## src/design/ssvm_pkg.sv

```systemverilog
// Package for the saturating stereo voice mixer.
// Holds payload types, format codes, widths and control structs; no dependencies.
`default_nettype none
package ssvm_pkg;

   localparam int SampleWidth  = 16;
   localparam int GainWidth    = 16;
   localparam int MasterWidth  = 16;
   localparam int HalfWidth    = SampleWidth + 1;
   localparam int ProdWidth    = HalfWidth + MasterWidth;
   localparam int FracShift    = 12;
   localparam int QuotWidth    = ProdWidth - FracShift;
   localparam int ContribWidth = QuotWidth + 1;
   localparam int StepCount    = 16;
   localparam int CountWidth   = $clog2(StepCount);

   localparam logic [MasterWidth-1:0] MASTER_RESET = 16'd3277;

   localparam logic [1:0] FMT_MONO   = 2'd0;
   localparam logic [1:0] FMT_STEREO = 2'd1;
   localparam logic [1:0] FMT_U8     = 2'd2;
   localparam logic [1:0] FMT_SILENT = 2'd3;

   typedef logic signed [SampleWidth-1:0] sample_type;
   typedef logic [1:0]                    format_type;
   typedef logic [GainWidth-1:0]          gain_type;
   typedef logic [MasterWidth-1:0]        master_type;
   typedef logic [ProdWidth-1:0]          prod_type;

   typedef struct packed {
      sample_type sample_first;
      sample_type sample_second;
      format_type sample_format;
      gain_type   gain_left;
      gain_type   gain_right;
      logic       last_voice;
   } req_type;

   typedef struct packed {
      sample_type mix_left;
      sample_type mix_right;
   } rsp_type;

   typedef struct packed {
      logic load;
      logic step_a;
      logic step_b;
      logic commit;
      logic clear;
   } ctrl_type;

endpackage
`default_nettype wire

```

## src/design/ssvm_chan_if.sv

```systemverilog
// Valid/ready channel interface used for request, response and register write ports.
// Payload type is a parameter; takes its types from ssvm_pkg at instantiation.
`default_nettype none
interface ssvm_chan_if #(parameter type payload_type = logic [0:0]) ();
   logic        valid;
   logic        ready;
   payload_type data;

   modport source (output valid, output data, input ready);
   modport sink   (input valid, input data, output ready);
endinterface
`default_nettype wire

```

## src/design/ssvm_front.sv

```systemverilog
// Sample decode and bit-serial magnitude x master volume multiplier.
// Depends on ssvm_pkg; stepped by the controller in the top level.
`default_nettype none
module ssvm_front (
   input  wire logic                 clock,
   input  wire ssvm_pkg::ctrl_type   ctrl,
   input  wire ssvm_pkg::sample_type sample_first,
   input  wire ssvm_pkg::sample_type sample_second,
   input  wire ssvm_pkg::format_type sample_format,
   input  wire ssvm_pkg::master_type master,
   output ssvm_pkg::prod_type        product,
   output logic                      negative
);

   localparam int HW = ssvm_pkg::HalfWidth;
   localparam int MW = ssvm_pkg::MasterWidth;

   logic signed [HW-1:0] half;
   logic [HW-1:0]        mag;
   logic [HW-1:0]        mag_ff, mag_in;
   logic                 neg_ff, neg_in;
   logic [HW-1:0]        hi_ff, hi_in;
   logic [MW-1:0]        lo_ff, lo_in;
   logic [HW:0]          sum;

   always_comb begin
      unique case (sample_format)
         ssvm_pkg::FMT_MONO: begin
            half = {sample_first, 1'b0};
         end
         ssvm_pkg::FMT_STEREO: begin
            half = {sample_first[15], sample_first} + {sample_second[15], sample_second};
         end
         ssvm_pkg::FMT_U8: begin
            half = {~sample_first[7], sample_first[6:0], 9'd0};
         end
         default: begin
            half = '0;
         end
      endcase
      mag = half[HW-1] ? (~half + HW'(1)) : half;
   end

   always_comb begin
      sum    = {1'b0, hi_ff} + (lo_ff[0] ? {1'b0, mag_ff} : '0);
      mag_in = mag_ff;
      neg_in = neg_ff;
      hi_in  = hi_ff;
      lo_in  = lo_ff;
      if (ctrl.load) begin
         mag_in = mag;
         neg_in = half[HW-1];
         hi_in  = '0;
         lo_in  = master;
      end else if (ctrl.step_a) begin
         {hi_in, lo_in} = {sum, lo_ff[MW-1:1]};
      end
   end

   always_ff @(posedge clock) begin
      mag_ff <= mag_in;
      neg_ff <= neg_in;
      hi_ff  <= hi_in;
      lo_ff  <= lo_in;
   end

   assign product  = {hi_ff, lo_ff};
   assign negative = neg_ff;

endmodule
`default_nettype wire

```

## src/design/ssvm_lane.sv

```systemverilog
// One output channel: bit-serial gain multiplier, truncation and saturating accumulator.
// Depends on ssvm_pkg; takes the product of ssvm_front.
`default_nettype none
module ssvm_lane (
   input  wire logic                 clock,
   input  wire logic                 reset,
   input  wire ssvm_pkg::ctrl_type   ctrl,
   input  wire ssvm_pkg::gain_type   gain,
   input  wire ssvm_pkg::prod_type   product,
   input  wire logic                 negative,
   output ssvm_pkg::sample_type      mix_sum
);

   localparam int PW = ssvm_pkg::ProdWidth;
   localparam int GW = ssvm_pkg::GainWidth;
   localparam int QW = ssvm_pkg::QuotWidth;
   localparam int CW = ssvm_pkg::ContribWidth;
   localparam int SW = ssvm_pkg::SampleWidth;

   logic [PW-1:0]        p_ff, p_in;
   logic [GW-1:0]        g_ff, g_in;
   ssvm_pkg::sample_type acc_ff, acc_in;
   logic [PW:0]          step_sum;
   logic [QW-1:0]        quot;
   logic signed [CW-1:0] contrib;
   logic signed [CW:0]   total;

   always_comb begin
      step_sum = {1'b0, p_ff} + (g_ff[0] ? {1'b0, product} : '0);
      p_in     = p_ff;
      g_in     = g_ff;
      if (ctrl.load) begin
         p_in = '0;
         g_in = gain;
      end else if (ctrl.step_b) begin
         p_in = step_sum[PW:1];
         g_in = {1'b0, g_ff[GW-1:1]};
      end
   end

   always_comb begin
      quot    = p_ff[PW-1:ssvm_pkg::FracShift];
      contrib = negative ? -$signed({1'b0, quot}) : $signed({1'b0, quot});
      total   = $signed({{(CW-SW+1){acc_ff[SW-1]}}, acc_ff}) + $signed({contrib[CW-1], contrib});
      if (total[CW:SW-1] == '0 || total[CW:SW-1] == '1) begin
         mix_sum = total[SW-1:0];
      end else if (total[CW]) begin
         mix_sum = {1'b1, {(SW-1){1'b0}}};
      end else begin
         mix_sum = {1'b0, {(SW-1){1'b1}}};
      end
   end

   always_comb begin
      acc_in = acc_ff;
      if (ctrl.clear) begin
         acc_in = '0;
      end else if (ctrl.commit) begin
         acc_in = mix_sum;
      end
   end

   always_ff @(posedge clock) begin
      p_ff <= p_in;
      g_ff <= g_in;
   end

   always_ff @(posedge clock) begin
      if (reset) begin
         acc_ff <= '0;
      end else begin
         acc_ff <= acc_in;
      end
   end

endmodule
`default_nettype wire

```

## src/design/saturating_stereo_voice_mixer_top.sv

```systemverilog
// Saturating stereo voice mixer: one voice beat in, one frame beat out per last voice.
// Each voice runs 16 steps of the serial magnitude x master multiplier, 16 steps of
// the two serial gain multipliers and one add before the next voice is accepted. The
// add of a last voice waits for any pending frame beat; its frame goes to the output
// register, held until taken. Synchronous reset clears both accumulators, drops any
// pending result and sets master volume to 3277. Depends on ssvm_pkg, ssvm_chan_if.
`default_nettype none
module saturating_stereo_voice_mixer_top (
   input  wire logic    clock,
   input  wire logic    reset,
   ssvm_chan_if.sink    req_ch,
   ssvm_chan_if.source  rsp_ch,
   ssvm_chan_if.sink    csr_ch
);

   localparam int CNW = ssvm_pkg::CountWidth;

   localparam logic [1:0] ST_IDLE = 2'd0;
   localparam logic [1:0] ST_MULA = 2'd1;
   localparam logic [1:0] ST_MULB = 2'd2;
   localparam logic [1:0] ST_ACC  = 2'd3;

   logic [1:0]           state_ff, state_in;
   logic [CNW-1:0]       cnt_ff, cnt_in;
   logic                 last_ff, last_in;
   logic                 rsp_valid_ff, rsp_valid_in;
   ssvm_pkg::rsp_type    rsp_data_ff, rsp_data_in;
   ssvm_pkg::master_type master_ff, master_in;
   ssvm_pkg::ctrl_type   ctrl;
   ssvm_pkg::req_type    req;
   ssvm_pkg::prod_type   product;
   logic                 negative;
   ssvm_pkg::sample_type left_sum, right_sum;
   logic                 cnt_done;

   assign req          = req_ch.data;
   assign req_ch.ready = (state_ff == ST_IDLE);
   assign csr_ch.ready = 1'b1;
   assign rsp_ch.valid = rsp_valid_ff;
   assign rsp_ch.data  = rsp_data_ff;
   assign cnt_done     = (cnt_ff == CNW'(ssvm_pkg::StepCount - 1));

   always_comb begin
      state_in     = state_ff;
      cnt_in       = cnt_ff;
      last_in      = last_ff;
      rsp_data_in  = rsp_data_ff;
      rsp_valid_in = rsp_valid_ff && !rsp_ch.ready;
      master_in    = (csr_ch.valid && csr_ch.ready) ? csr_ch.data : master_ff;
      ctrl         = '0;
      unique case (state_ff)
         ST_IDLE: begin
            if (req_ch.valid) begin
               ctrl.load = 1'b1;
               last_in   = req.last_voice;
               cnt_in    = '0;
               state_in  = ST_MULA;
            end
         end
         ST_MULA: begin
            ctrl.step_a = 1'b1;
            cnt_in      = cnt_ff + CNW'(1);
            if (cnt_done) begin
               state_in = ST_MULB;
            end
         end
         ST_MULB: begin
            ctrl.step_b = 1'b1;
            cnt_in      = cnt_ff + CNW'(1);
            if (cnt_done) begin
               state_in = ST_ACC;
            end
         end
         ST_ACC: begin
            if (!last_ff) begin
               ctrl.commit = 1'b1;
               state_in    = ST_IDLE;
            end else if (!rsp_valid_ff || rsp_ch.ready) begin
               ctrl.clear   = 1'b1;
               rsp_valid_in = 1'b1;
               rsp_data_in  = '{mix_left: left_sum, mix_right: right_sum};
               state_in     = ST_IDLE;
            end
         end
         default: begin
            state_in = ST_IDLE;
         end
      endcase
   end

   always_ff @(posedge clock) begin
      if (reset) begin
         state_ff     <= ST_IDLE;
         cnt_ff       <= '0;
         last_ff      <= 1'b0;
         rsp_valid_ff <= 1'b0;
         master_ff    <= ssvm_pkg::MASTER_RESET;
      end else begin
         state_ff     <= state_in;
         cnt_ff       <= cnt_in;
         last_ff      <= last_in;
         rsp_valid_ff <= rsp_valid_in;
         master_ff    <= master_in;
      end
   end

   always_ff @(posedge clock) begin
      rsp_data_ff <= rsp_data_in;
   end

   ssvm_front u_front (
      .clock         (clock),
      .ctrl          (ctrl),
      .sample_first  (req.sample_first),
      .sample_second (req.sample_second),
      .sample_format (req.sample_format),
      .master        (master_ff),
      .product       (product),
      .negative      (negative)
   );

   ssvm_lane u_lane_left (
      .clock    (clock),
      .reset    (reset),
      .ctrl     (ctrl),
      .gain     (req.gain_left),
      .product  (product),
      .negative (negative),
      .mix_sum  (left_sum)
   );

   ssvm_lane u_lane_right (
      .clock    (clock),
      .reset    (reset),
      .ctrl     (ctrl),
      .gain     (req.gain_right),
      .product  (product),
      .negative (negative),
      .mix_sum  (right_sum)
   );

`ifndef SYNTHESIS
   a_rsp_from_acc: assert property (@(posedge clock) disable iff (reset)
      $rose(rsp_valid_ff) |-> ($past(state_ff) == ST_ACC && $past(last_ff)))
      else $error("frame beat raised outside the accumulate step of a last voice");

   a_phase_handoff: assert property (@(posedge clock) disable iff (reset)
      (state_ff == ST_MULA && cnt_done) |=> (state_ff == ST_MULB && cnt_ff == '0))
      else $error("gain phase did not start with a cleared step count");

   a_ctrl_exclusive: assert property (@(posedge clock) disable iff (reset)
      $onehot0({ctrl.load, ctrl.step_a, ctrl.step_b, ctrl.commit, ctrl.clear}))
      else $error("more than one datapath command in a cycle");

   a_no_result_overrun: assert property (@(posedge clock) disable iff (reset)
      (rsp_valid_ff && !rsp_ch.ready) |=> (rsp_valid_ff && $stable(rsp_data_ff)))
      else $error("pending frame beat overwritten");
`endif

endmodule
`default_nettype wire

```

## src/flat_wrapper.sv

```systemverilog
// flat-port wrapper written by rule: the top's interface ports become plain ports
module saturating_stereo_voice_mixer_top_flat import ssvm_pkg::*;
  (clock, reset, req_ch_valid, req_ch_data, req_ch_ready, rsp_ch_valid, rsp_ch_data, rsp_ch_ready, csr_ch_valid, csr_ch_data, csr_ch_ready);
  ssvm_chan_if #(.payload_type(req_type)) req_ch_i ();
  ssvm_chan_if #(.payload_type(rsp_type)) rsp_ch_i ();
  ssvm_chan_if #(.payload_type(master_type)) csr_ch_i ();
  input  wire logic clock;
  input  wire logic reset;
  input wire logic [$bits(req_ch_i.valid)-1:0] req_ch_valid;
  input wire logic [$bits(req_ch_i.data)-1:0] req_ch_data;
  output wire logic [$bits(req_ch_i.ready)-1:0] req_ch_ready;
  output wire logic [$bits(rsp_ch_i.valid)-1:0] rsp_ch_valid;
  output wire logic [$bits(rsp_ch_i.data)-1:0] rsp_ch_data;
  input wire logic [$bits(rsp_ch_i.ready)-1:0] rsp_ch_ready;
  input wire logic [$bits(csr_ch_i.valid)-1:0] csr_ch_valid;
  input wire logic [$bits(csr_ch_i.data)-1:0] csr_ch_data;
  output wire logic [$bits(csr_ch_i.ready)-1:0] csr_ch_ready;
  assign req_ch_i.valid = req_ch_valid;
  assign req_ch_i.data = req_ch_data;
  assign req_ch_ready = req_ch_i.ready;
  assign rsp_ch_valid = rsp_ch_i.valid;
  assign rsp_ch_data = rsp_ch_i.data;
  assign rsp_ch_i.ready = rsp_ch_ready;
  assign csr_ch_i.valid = csr_ch_valid;
  assign csr_ch_i.data = csr_ch_data;
  assign csr_ch_ready = csr_ch_i.ready;
  saturating_stereo_voice_mixer_top u_core (.clock(clock), .reset(reset), .req_ch(req_ch_i), .rsp_ch(rsp_ch_i), .csr_ch(csr_ch_i));
endmodule
```

## config.mk

```make
export PLATFORM = sky130hd
export DESIGN_NAME = saturating_stereo_voice_mixer_top_flat
export DESIGN_NICKNAME = d
export VERILOG_FILES = /design/src/design/ssvm_pkg.sv /design/src/design/ssvm_chan_if.sv /design/src/design/ssvm_front.sv /design/src/design/ssvm_lane.sv /design/src/design/saturating_stereo_voice_mixer_top.sv /design/src/flat_wrapper.sv
export SDC_FILE = /design/constraint.sdc
export NUM_CORES = 1
export LEC_CHECK = 0
export ABC_AREA = 1
export BUFFER_PORTS_ARGS = -buffer_cell sky130_fd_sc_hd__buf_2
export CORE_AREA = 8 8 172 296
export DETAILED_ROUTE_END_ITERATION = 16
export DIE_AREA = 0 0 180 304
export SLEW_MARGIN = 25
export SYNTH_ARGS = -nofsm -noshare
export SYNTH_HDL_FRONTEND = slang
export SYNTH_HIERARCHICAL = 1
export SYNTH_SLANG_ARGS = --single-unit
```

## constraint.sdc

```tcl
create_clock -name clock -period 3.95 [get_ports clock]
set_input_delay 0 -clock clock [delete_from_list [all_inputs] [get_ports clock]]
set_output_delay 0 -clock clock [all_outputs]
set_load 0.02 [all_outputs]
```

==> flow_summary.toml, run 1 <==
[outcome]
status = "completed"

[cts]
path_clk_slew_ns = 0.07
cts.sinks = 237
htree_levels = 1
cts-root-buf = "clkbuf_16"
cts_buffers = 26
cts_tree = "built"
clk_latency_ns = 0.57
clockBufferDepth = 3

[pwr]
pwr-share-seq_pct = 23.8
vdd_drop_max_v = 0.000342
leakage_nw = 13.3
powerDensity_mw_per_mm2 = 729
cell_internal_pwr_w = 0.00918
clock_power_share_pct = 14.3
p_switching_w = 0.00873
p_comb_share_pct = 61.9
netSwitchingFraction_pct = 48.8

[logic_synthesis]
synth_compound_gate_area_share_pct = 10.9
synth_top_family_by_area = "simple AND/OR/NAND/NOR gates"
async_flop_share_pct = 0
synth_edf_count = 98
synth_nets = 3491
yosysWarnings = 6
synthMuxAreaShare_pct = 0
synthXorXnorAreaFrac_pct = 4.67
yosysSeqAreaShare_pct = 27.5
synthCells = 3238
syn_area_mm2 = 0.0208
yosys.area_share.simple_pct = 34.7
ys_ff_latch = 237
syn_area_per_cell_um2 = 6.42
synth_cell_types = 58
yosys.area_share.adder_pct = 10.1
dominantRegCellSynth = "dfxtp_1"

[detailed_routing]
drt-initial-drc-count = 908
vias = 20600
wl_per_cell_um = 15.6
antenna_left = 0
drc = 0
drt_wl_total_um = 63500
avgViaCountPerCell = 5.05
dr.pass1.iters = 6

[layout]
nNetsFinal = 3720
layout.cells.non_filler = 4076
final_area_mm2 = 0.0246
area_growth_pct = 18.2
final_common_cell = "nand2_1"
drive_above_1_share_pct = 14.3
nFillCells = 4696
layout_common_cells = "nand2_1 (938), inv_1 (523), nor2_1 (328), a21oi_1 (168), nand3_1 (158)"
final_util_pct = 52.7

[floorplan]
die_h_um = 304
die_w_um = 180
ios = 123
rows = 105
dieArea_mm2 = 0.0547
design.core.area_mm2 = 0.0466
start_util_pct = 44.6

[timing]
fin_hold_ws_ns = 0.0211
hold_viol_final = 0
timing.final.max_slew_violations = 0
fin_skew_ns = 0.0233
setup_viol_count_final = 0
worst_slack_ns = 0.154
fmax_ghz = 0.263
worst_pin_slew_ns = 0.887
fin_crit_ns = 3.80
post-route-period-util_pct = 96.1
slew_headroom_pct = 40.8
rsz0062_at_grt = "yes"

[global_routing]
grt_pass1_vias = 20900
grt_start_max_net_pins = 65
antenna_found_initial = 0
grt_overflow = 0
grt_pass1_wl_um = 101000
grt_usage_pct = 22.3

[setup_path]
critical_path_class = "reg2reg"
crit_top_cell = "nand2_1"
critPathMaxStageDelay_ns = 0.35
cp.required_ns = 4.40
cp.arrival_ns = 4.25
r2r-end = "u_core/u_lane_left/acc_ff[13]"
crit_fanout = 8
critPathSlowestCell = "dfxtp_4"
crit_path_start_kind = "flip-flop"
reg2reg_depth = 29
reg2reg_slack_ns = 0.15
cp-end-kind = "flip-flop"
r2r-start = "u_core/u_lane_left/p_ff[14]"

[placement]
io_buffers = 121
place_ws_ns = -0.0108
dp_hpwl_um = 50600
placed_area_mm2 = 0.0222
dp_cells = 3924
routabilityCongestion = 1.00

[flow_run]
max-cap-violations = 0

[min_path]
min_from = "req_ch_data[51]"
min_to = "u_core/u_front/mag_ff[1]"
holdPathStages = 5
hold_class = "in2reg"
==> registers in the layout, indices dropped and copies added, names as in the netlist <==
| signal | cells |
|---|---|
| u_core/u_lane_left/p_ff | 33 |
| u_core/u_lane_right/p_ff | 33 |
| u_core/rsp_ch.data | 32 |
| u_core/u_front/hi_ff | 17 |
| u_core/u_front/mag_ff | 17 |
| u_core/master_ff | 16 |
| u_core/u_front/lo_ff | 16 |
| u_core/u_lane_left/acc_ff | 16 |
| u_core/u_lane_left/g_ff | 16 |
| u_core/u_lane_right/acc_ff | 16 |
| u_core/u_lane_right/g_ff | 16 |
| u_core/cnt_ff | 4 |
| u_core/state_ff | 2 |
| u_core/last_ff | 1 |
| u_core/rsp_ch.valid | 1 |
| u_core/u_front/negative | 1 |
==> layer usage <==
| layer | wire length, um | up-vias | share of wire, % | track usage (%) |
|---|---|---|---|---|
| li1 | - | 10700 | - | - |
| met1 | 23200 | 9282 | 37 | 21.4 |
| met2 | 33900 | 416 | 53 | 43.9 |
| met3 | 1770 | 185 | 2.8 | 2.06 |
| met4 | 4650 | 0 | 7.3 | 15.2 |
| met5 | 0 | - | 0 | 0 |
==> logic make-up (layout without fill, tap and decap cells) <==
logic type | after synthesis | count (layout)
AND/OR/NAND/NOR | 1687 | 1688
buffers and inverters | 634 | 882
AO/OA/AOI/OAI | 403 | 403
flip-flops | 237 | 237
adder cells (fa/ha/maj) | 165 | 165
XOR/XNOR | 111 | 111
other | 1 | 2
==> power groups by stage <==
stage	Combinational, W	Clock [W]	Sequential [W]
finish	0.0111	0.00257	0.00425
global route	0.0125	0.00272	0.00435
CTS	0.0102	0.00265	0.00424
detailed placement	0.0101	0	0.00428
global placement	0.00992	0	0.00426
floorplan	0.00749	0	0.00398
==> timing repair <==
action                                 in CTS  in global routing
endpoints found under the hold margin      62                  0
gates cloned                                0                  7
hold buffers                               78                  0
gates resized for setup                     5                123
pin swaps                                   0                 64
setup endpoints to repair                  26                 60
setup buffers                               0                 18
==> cell usage after synthesis, types with 8 or more instances <==
master	number	area (um^2)
a21o_1	10	75.1
a21oi_1	175	876
a221oi_1	10	87.6
a31oi_1	19	119
buf_2	9	45.0
buf_4	9	67.6
clkbuf_1	51	191
dfxtp_1	139	2780
edfxtp_1	98	2940
ha_1	159	1990
inv_1	533	2000
inv_2	16	60.1
nand2_1	972	3650
nand2_2	55	344
nand3_1	167	836
nand3_2	25	250
nand3b_1	8	60.1
nand4_1	37	231
nor2_1	347	1300
nor2_2	16	100
nor2_4	8	90.1
nor3_1	24	120
o21ai_0	129	646
o21ai_1	12	60.1
o21bai_1	15	113
or2_2	9	56.3
xnor2_1	18	158
xor2_1	93	815
==> cell type report <==
cell class | instances | area [um^2] | area share, %
diodes | 1 | 2.50 | 0.0102
clock buffers | 33 | 729 | 2.97
inverters | 555 | 2090 | 8.51
repair buffers | 279 | 2120 | 8.62
well taps | 588 | 736 | 2.99
clock inverters | 15 | 170 | 0.692
flip-flops and latches | 237 | 5740 | 23.4
multi-input cells | 2368 | 13000 | 52.8
==> critical path: cells and delay by family, from the launching register on <==
family,cells,cell delay (ns)
compound gates,1,0.19
xor+xnor,1,0.19
fa+ha+maj,1,0.28
buf+inv,7,0.81
flops,1,0.35
simple gates,19,1.85
==> worst max-delay path by stage <==
stage                     cells past startpoint                             to                         start
final                                        29  u_core/u_lane_left/acc_ff[13]   u_core/u_lane_left/p_ff[14]
after global routing                         29   u_core/u_lane_left/acc_ff[8]   u_core/u_lane_left/p_ff[13]
after CTS                                    30   u_core/u_lane_left/acc_ff[0]   u_core/u_lane_left/p_ff[13]
after detailed placement                     30   u_core/u_lane_left/acc_ff[0]   u_core/u_lane_left/p_ff[13]
after global placement                       29   u_core/u_lane_left/acc_ff[0]   u_core/u_lane_left/p_ff[14]
after floorplan                              29          u_core/rsp_ch.data[0]  u_core/u_lane_right/p_ff[12]
==> through the flow <==
| step | power, W | setup TNS [ns] |
|---|---|---|
| after floorplan | 0.0115 | 0 |
| after global placement | 0.0142 | 0 |
| after detailed placement | 0.0144 | -0.0364 |
| after CTS | 0.0171 | -0.00202 |
| after global routing | 0.0195 | -5.22 |
| final | 0.0179 | 0 |
Note: power is estimated with default switching activity, not from simulation.
==> inputs of run 2 (changes only) <==
--- a/config.mk
+++ b/config.mk
@@ -10,6 +10,7 @@
 export CORE_AREA = 8 8 172 296
 export DETAILED_ROUTE_END_ITERATION = 16
 export DIE_AREA = 0 0 180 304
+export RECOVER_POWER = 50
 export SLEW_MARGIN = 25
 export SYNTH_ARGS = -nofsm -noshare
 export SYNTH_HDL_FRONTEND = slang
==> constraint.sdc (replaced) <==
create_clock -name clock -period 3.95 [get_ports clock]
set_input_delay 0 -clock clock [delete_from_list [all_inputs] [get_ports clock]]
set_output_delay 0 -clock clock [all_outputs]
set_load 0.05 [all_outputs]
==> run 2 against run 1 <==
  * The flow now finishes with violations (capacitance limit, slew limit)
  * Clock power about the same
  * Hold slack about the same
  * Via count about the same
  * Sequential cell count unchanged
  * Final cell count unchanged
  * Worst setup slack about the same
  * Clock-buffer cell count unchanged
  * Sequential power about the same
  * Non-clock buffer count unchanged
  * Die area unchanged
  * Core utilization decreased by 0.20 points
  * Critical path type unchanged
==> flow_summary.toml, run 2 (same netlist as run 1, synthesis figures left out) <==
[setup_path]
critPathSlowestCell = "dfxtp_4"
crit_family = "simple AND/OR/NAND/NOR gates"
cp-end-kind = "flip-flop"
critPathMaxStageDelay_ns = 0.35
cp.required_ns = 4.40
crit_top_cell = "nand2_1"
critPathBufInv = 7
crit_path_start_kind = "flip-flop"
crit_fanout = 8
critical_path_class = "reg2reg"
cp.arrival_ns = 4.25

[global_routing]
grt_util_met3_pct = 2.06
grt_start_max_net_pins = 65
grt_usage_pct = 22.3
met2_usage_pct = 43.9
grt_overflow = 0
grt.busiest_layer = "met2"
grt_pass1_wl_um = 101000
grt_pass1_vias = 20900
antenna_found_initial = 0
grt_use_met1_pct = 21.4

[detailed_routing]
drc = 0
drt_wl_total_um = 63600
dr.pass1.iters = 7
drt-initial-drc-count = 965
wl_per_cell_um = 15.6
vias = 20600
antenna_left = 0
avgViaCountPerCell = 5.05

[floorplan]
ios = 123
dieArea_mm2 = 0.0547
design.core.area_mm2 = 0.0466
rows = 105
start_util_pct = 44.6
die_h_um = 304
die_w_um = 180

[pwr]
powerDensity_mw_per_mm2 = 732
leakage_nw = 13.2
vdd_drop_max_v = 0.000341

[timing]
timing.final.max_slew_violations = 23
post-route-period-util_pct = 96.1
worst_pin_slew_ns = 1.78
fmax_ghz = 0.263
slew_headroom_pct = -18.8
rsz0062_at_grt = "yes"
hold_viol_final = 0
fin_skew_ns = 0.0220
setup_viol_count_final = 0
fin_crit_ns = 3.80

[cts]
cts-root-buf = "clkbuf_16"
cts_tree = "built"
cts_buffers = 26
clk_latency_ns = 0.57
cts.sinks = 237
clockBufferDepth = 3
path_clk_slew_ns = 0.07
htree_levels = 1

[placement]
io_buffers = 121
routabilityCongestion = 1.00
dp_cells = 3924
dp_hpwl_um = 50600

[layout]
final_common_cell = "nand2_1"
area_growth_pct = 17.7
layout_common_cells = "nand2_1 (940), inv_1 (524), nor2_1 (329), a21oi_1 (168), nand3_1 (158)"
drive_above_1_share_pct = 13.0
final_util_pct = 52.5
nNetsFinal = 3720
layout.cells.non_filler = 4076

[outcome]
status = "complete, but fails checks"
violations = "capacitance limit, slew limit"

[min_path]
hold_class = "in2reg"

[flow_run]
max-cap-violations = 1
==> run 2: repair_timing <==
item                       4_1_cts  5_1_grt
hold buffers                    78        0
setup endpoints to repair       26       60
pin swaps                        0       64
hold endpoints to repair        62        0
resized for setup                5      123
buffers inserted                 0       18
gates cloned                     0        7
==> run 2: power by group <==
group / total [W] / switching [W] / internal, W
clock: 0.00257 / 0.00110 / 0.00146
sequential: 0.00426 / 0.000686 / 0.00357
combinational: 0.0111 / 0.00697 / 0.00413
total: 0.0179 / 0.00876 / 0.00916
==> run 2: worst paths after layout <==
kind                                                  start                       endpoint  slack, ns  cells past startpoint
worst min-delay path                        req_ch_data[51]       u_core/u_front/mag_ff[1]       0.02                      5
worst max-delay path            u_core/u_lane_left/p_ff[14]  u_core/u_lane_left/acc_ff[13]       0.15                     29
worst max register to register  u_core/u_lane_left/p_ff[14]  u_core/u_lane_left/acc_ff[13]       0.15                     29
worst min register to register          u_core/master_ff[7]            u_core/master_ff[7]       0.46                      2
==> run 2: cell type report <==
type | instances | area [um^2]
multi-input cells | 2368 | 13000
flip-flops and latches | 237 | 5740
inverters | 555 | 2090
clock inverters | 15 | 170
diodes | 1 | 2.50
repair buffers | 279 | 2060
clock buffers | 33 | 729
fillers | 4726 | 22200
well taps | 588 | 736
==> run 2: worst register-to-register path: cells and delay by family (launching register included) <==
kind                       cells  cell delay, ns
and+or+nand+nor               19            1.85
buffers and inverters          7            0.81
DFF                            1            0.35
AOI/OAI and AO/OA              1            0.19
adders and majority gates      1            0.28
xor gates and xnor gates       1            0.19
==> run 2: layer usage <==
| layer | up-vias | wire, um | part of all wire, % |
|---|---|---|---|
| met5 | - | 0 | 0 |
| met4 | 0 | 4650 | 7.3 |
| met3 | 183 | 1870 | 2.9 |
| met2 | 420 | 33900 | 53 |
| met1 | 9292 | 23200 | 36 |
| li1 | 10700 | - | - |
==> run 2: through the flow <==
stage          cell area (um^2)  TNS (ns)  total power (W)  hold WS [ns]  setup slack, ns
2_1_floorplan             20800         0           0.0115        0.0691            0.445
3_3_place_gp              22200         0           0.0142         0.224           0.0398
3_5_place_dp              22200   -0.0364           0.0144         0.231          -0.0108
4_1_cts                   23900  -0.00202           0.0171      0.000559         -0.00202
5_1_grt                   24500     -5.22           0.0195        0.0651           -0.174
6_report                  24500         0           0.0179        0.0212            0.153
